## src/rtl/slru_pkg.sv

```systemverilog
`timescale 1ns / 1ps
`default_nettype none
// ----------------------------------------------------------------------------
// slru_pkg
// Shared types and codes for the set-associative LRU cache model.
// ----------------------------------------------------------------------------
package slru_pkg;

    localparam int ACT_W      = 2;
    localparam int ADDR_W     = 64;
    localparam int TAG_W      = 64;
    localparam int CNT32_W    = 32;
    localparam int CFG_IDX_W  = 2;
    localparam int CFG_DATA_W = 6;

    // access actions
    localparam logic [ACT_W-1:0] ACT_LOAD   = 2'd0;
    localparam logic [ACT_W-1:0] ACT_STORE  = 2'd1;
    localparam logic [ACT_W-1:0] ACT_MODIFY = 2'd2;
    localparam logic [ACT_W-1:0] ACT_IFETCH = 2'd3;

    // configuration register indexes
    localparam logic [CFG_IDX_W-1:0] CFG_SET_BITS   = 2'd0;
    localparam logic [CFG_IDX_W-1:0] CFG_BLOCK_BITS = 2'd1;
    localparam logic [CFG_IDX_W-1:0] CFG_WAYS_USED  = 2'd2;

    // lookup outcome handed from the update logic to the top level
    typedef struct packed {
        logic hit;
        logic evict;
    } slru_status_t;

endpackage : slru_pkg
`default_nettype wire

```

## src/rtl/slru_update.sv

```systemverilog
`timescale 1ns / 1ps
`default_nettype none
// ----------------------------------------------------------------------------
// slru_update
// Tag match and LRU reorder for one set row read from the line memory.
// ----------------------------------------------------------------------------
module slru_update #(
    parameter int MAX_WAYS = 8,
    parameter int WAY_W    = 3,
    parameter int CNT_W    = 4
) (
    input  wire logic [MAX_WAYS-1:0][slru_pkg::TAG_W-1:0] row_tags,
    input  wire logic [MAX_WAYS-1:0][WAY_W-1:0]           row_lru,
    input  wire logic [CNT_W-1:0]                         row_n,
    input  wire logic [CNT_W-1:0]                         ways,
    input  wire logic [slru_pkg::TAG_W-1:0]               tag,
    output slru_pkg::slru_status_t                        status,
    output logic [WAY_W-1:0]                              way,
    output logic [MAX_WAYS-1:0][WAY_W-1:0]                new_lru,
    output logic [CNT_W-1:0]                              new_n
);
    import slru_pkg::*;

    logic [MAX_WAYS-1:0] match;
    logic                hit;
    logic [WAY_W-1:0]    hit_way;
    logic [CNT_W-1:0]    pos;
    logic                pos_found;
    logic                fill;

    // per-way tag compare; ways below the fill count are the valid ones
    always_comb
    begin
        for (int i = 0; i < MAX_WAYS; i++)
        begin
            match[i] = (CNT_W'(i) < row_n) && (row_tags[i] == tag);
        end
    end

    // first matching way, then its place in the recency order
    always_comb
    begin
        hit       = 1'b0;
        hit_way   = '0;
        pos       = '0;
        pos_found = 1'b0;
        for (int i = 0; i < MAX_WAYS; i++)
        begin
            if (match[i] && !hit)
            begin
                hit     = 1'b1;
                hit_way = WAY_W'(i);
            end
        end
        for (int i = 0; i < MAX_WAYS; i++)
        begin
            if (!pos_found && (CNT_W'(i) < row_n) && (row_lru[i] == hit_way))
            begin
                pos_found = 1'b1;
                pos       = CNT_W'(i);
            end
        end
    end

    assign fill = !hit && (row_n < ways);

    always_comb
    begin
        status.hit   = hit;
        status.evict = !hit && !fill;
        new_n        = fill ? row_n + CNT_W'(1) : row_n;
        if (hit)
            way = hit_way;
        else if (fill)
            way = row_n[WAY_W-1:0];
        else
            way = row_lru[0];

        for (int i = 0; i < MAX_WAYS; i++)
        begin
            new_lru[i] = row_lru[i];
            if (fill)
            begin
                if (CNT_W'(i) == row_n)
                    new_lru[i] = WAY_W'(i);
            end
            else
            begin
                // hit: shift from pos, eviction: shift from the front
                if ((hit ? (CNT_W'(i) >= pos) : 1'b1) && (CNT_W'(i + 1) < row_n)
                    && (i + 1 < MAX_WAYS))
                    new_lru[i] = row_lru[(i + 1) % MAX_WAYS];
                if (CNT_W'(i + 1) == row_n)
                    new_lru[i] = way;
            end
        end
    end

endmodule : slru_update
`default_nettype wire

```

## config.mk

```make
export PLATFORM = sky130hd
export DESIGN_NAME = slru_update
export DESIGN_NICKNAME = d
export VERILOG_FILES = /design/src/rtl/slru_pkg.sv /design/src/rtl/slru_update.sv
export SDC_FILE = /design/constraint.sdc
export NUM_CORES = 1
export LEC_CHECK = 0
export BUFFER_PORTS_ARGS = -buffer_cell sky130_fd_sc_hd__buf_2
export CORE_AREA = 2 2 250 252
export DETAILED_ROUTE_END_ITERATION = 16
export DIE_AREA = 0 0 252 254
export PLACE_DENSITY_LB_ADDON = 0.12
export SETUP_SLACK_MARGIN = 0.3
export SYNTH_ARGS = -nofsm -noshare
export SYNTH_HDL_FRONTEND = slang
export SYNTH_SLANG_ARGS = --single-unit
```

## constraint.sdc

```tcl
create_clock -name vclk -period 4.7
set_input_delay 0.235 -clock vclk [all_inputs]
set_output_delay 0.235 -clock vclk [all_outputs]
set_load 0.1 [all_outputs]
```

==> run summary <==
Status = finished clean
Slowest stage cell, crit path = or4_4
Hold Vio Cnt, Final = 0
Setup crit start = tag[44]
Via density = 4.89
Area share of xor/xnor cells in the synthesized design = 48.2%
Worst setup SP type = input pin
Synth Area in Compound Gates = 10.1%
Pin count of the biggest net entering global routing = 16
Worst-margin pin slew = 848 ps
Post-place setup slack = -414 ps
Die area = 0.0640 mm²
Worst-path maximum fanout = 8
Total power draw = 2370 µW
Via count = 14600
DRT iter0 DRCs = 1128
Post-synthesis sequential area ratio = 0%
Fmax = 0.214 GHz
Post-Synth Adder-Cell Area = 0.811%
Initial antenna violation count = 35
DRT Wirelength = 103000 µm
Pwr dens = 134 mW/mm²
Final worst-path cycle share = 99.4%
Post-synthesis mux area share = 1.31%
Worst setup margin = 29.9 ps
Levels on crit path = 17
CP endpoint = new_lru[18]
DP HPWL = 93200 µm
Setup TNS = 0 ps
Area leader, netlist = xnor2_1
Tmin final = 4670 ps
Avg Inst Size Synth = 7.12 µm²
Cell chain of the critical path = buf_4 > xnor2_1 > nand4_1 > or4_1 > or4_4 > o211ai_1 > o311ai_4 > o21ai_4 > buf_12 > nand2_4 > a2111o_1 > nand2_4 > o211ai_4 > nor2_4 > mux2_4 > o221ai_4 > buf_12
Pre-antenna DRT Iters = 6
Slew HR = 42.9%
Yosys cell types = 82
Vias in the first global route = 15500
Critical Path Sink Type = output port
Total GRT Usage = 30.7%
Layout overhead on the synthesized area = 91.3%
Cell Count, Final, Fillers Out = 2995
Post-layout net count = 2803
Final setup viols = 0
Proportion of layout cells with a drive suffix above 1 = 51.0%
WP data required = 4470 ps
VDD IR max = 0.0000917 V
Num rows = 91
Final Wtd Congestion = 0.994
Crit path max-delay family = simple AND/OR/NAND/NOR gates
Hold_buf cts = 0
Number of clock buffers in the layout = 0
IO Port Bufs = 641
Commonest cells in the netlist = 275 x xnor2_1, 235 x xor2_1, 123 x nand4_1, 101 x nor4_1, 69 x clkbuf_1
CP peak stage delay = 590 ps
Syn nets = 1914
Seq_cells = 0
Fin. max-slew vios = 0
Critical path arrival = 4440 ps
DIE WIDTH = 252 µm
Synthesized instance count = 1300
Main combinational cell family by area after synthesis = XOR/XNOR gates
Grt ovf = 0
Leakage = 0.00752 µW
RSZ-0062 raised after global routing = yes
Hold WC Path Type = in2out
Critical path type = in2out
Count leader, synth = xnor2_1
Synth Area in Simple Gates = 35.0%
Core ar. = 0.0613 mm²
Post-placement cell count = 2961
Final ANT Viol Nets = 0
Initial Util = 15.1%
Die height = 254 µm
Register area = 0 µm²
Top post-synthesis cells by area = xnor2_1 26%, xor2_1 22%, nand4_1 8.3%
Yosys Warn Count = 0
CP bufs+invs = 3
Routed WL per cell = 34.5 µm
Mapped Area = 0.00926 mm²
Share of the synthesized area in the top cell type = 26.0%
DRC Markers = 0
Max_cap viols = 0
First-pass GRT wire length = 133000 µm
IO Pins = 641
## layer usage
layer  vias to the layer above  global-route usage [%]  routed length [µm]
li1                       6504                       -                   -
met1                      7190                    36.3               41200
met2                       735                    55.0               50900
met3                       182                    5.32                6240
met4                        32                    11.7                4830
met5                         -                       0                 202
## cell type report
type                       instances  area [µm²]
antenna                           18        45.0
timing repair buffer             963        6630
tap                              790         988
fill                            6870       43500
inverter                          26        97.6
multi-input combinational       1198        9950
## how the worst min path moves through the flow
stage | startpoint | endpoint | slack (ps) | cells after the start
after floorplan | row_lru[16] | new_lru[16] | 740 | 1
after global placement | row_lru[16] | new_lru[16] | 950 | 3
after detailed placement | row_lru[16] | new_lru[16] | 950 | 3
after CTS | row_lru[16] | new_lru[16] | 960 | 3
after global routing | row_lru[16] | new_lru[16] | 970 | 3
final | row_lru[16] | new_lru[16] | 960 | 3
## report_power, final
group | switching [µW] | leakage, µW | internal, µW | total, µW
Combinational | 1420 | 0.00752 | 953 | 2370
Sequential | 0 | 0 | 0 | 0
Clock | 0 | 0.000000111 | 0.000480 | 0.000480
## kinds of logic after synthesis
group / count (synthesis)
multiplexers: 12
AO/OA/AOI/OAI: 128
AND/OR/NAND/NOR: 542
XOR/XNOR: 510
buffers and inverters: 102
adder cells (fa/ha/maj): 6
## what timing repair did
action                                  CTS  global route
resized for setup                       127            59
buffers inserted                         11             5
endpoints found under the hold margin     0             0
endpoints found under the setup margin   21            21
pin swaps                                29            38
## stage by stage
step	utilization, %	hold slack (ps)	cell area [µm²]
floorplan	-	742	9620
global placement	27.1	949	16600
detailed placement	27.1	949	16600
CTS	28.3	956	17300
global route	28.8	967	17700
finish	28.9	958	17700
## layout by cell type, fill, tap and decap left out, types with 12 or more instances in the layout
cell type	instances
diode_2	18
nand3_1	28
o21ai_0	12
nor4_1	74
xor2_1	228
nand4b_1	12
buf_12	62
or4_1	12
buf_6	20
nor4_2	23
buf_4	299
nor3_1	23
buf_2	581
nand2_1	51
nand4_1	123
xnor2_2	13
nor2b_1	23
nand2b_1	41
xnor2_1	259
inv_1	26
a21oi_1	17
nor2_1	40
Power figures use the tool's default switching activity.
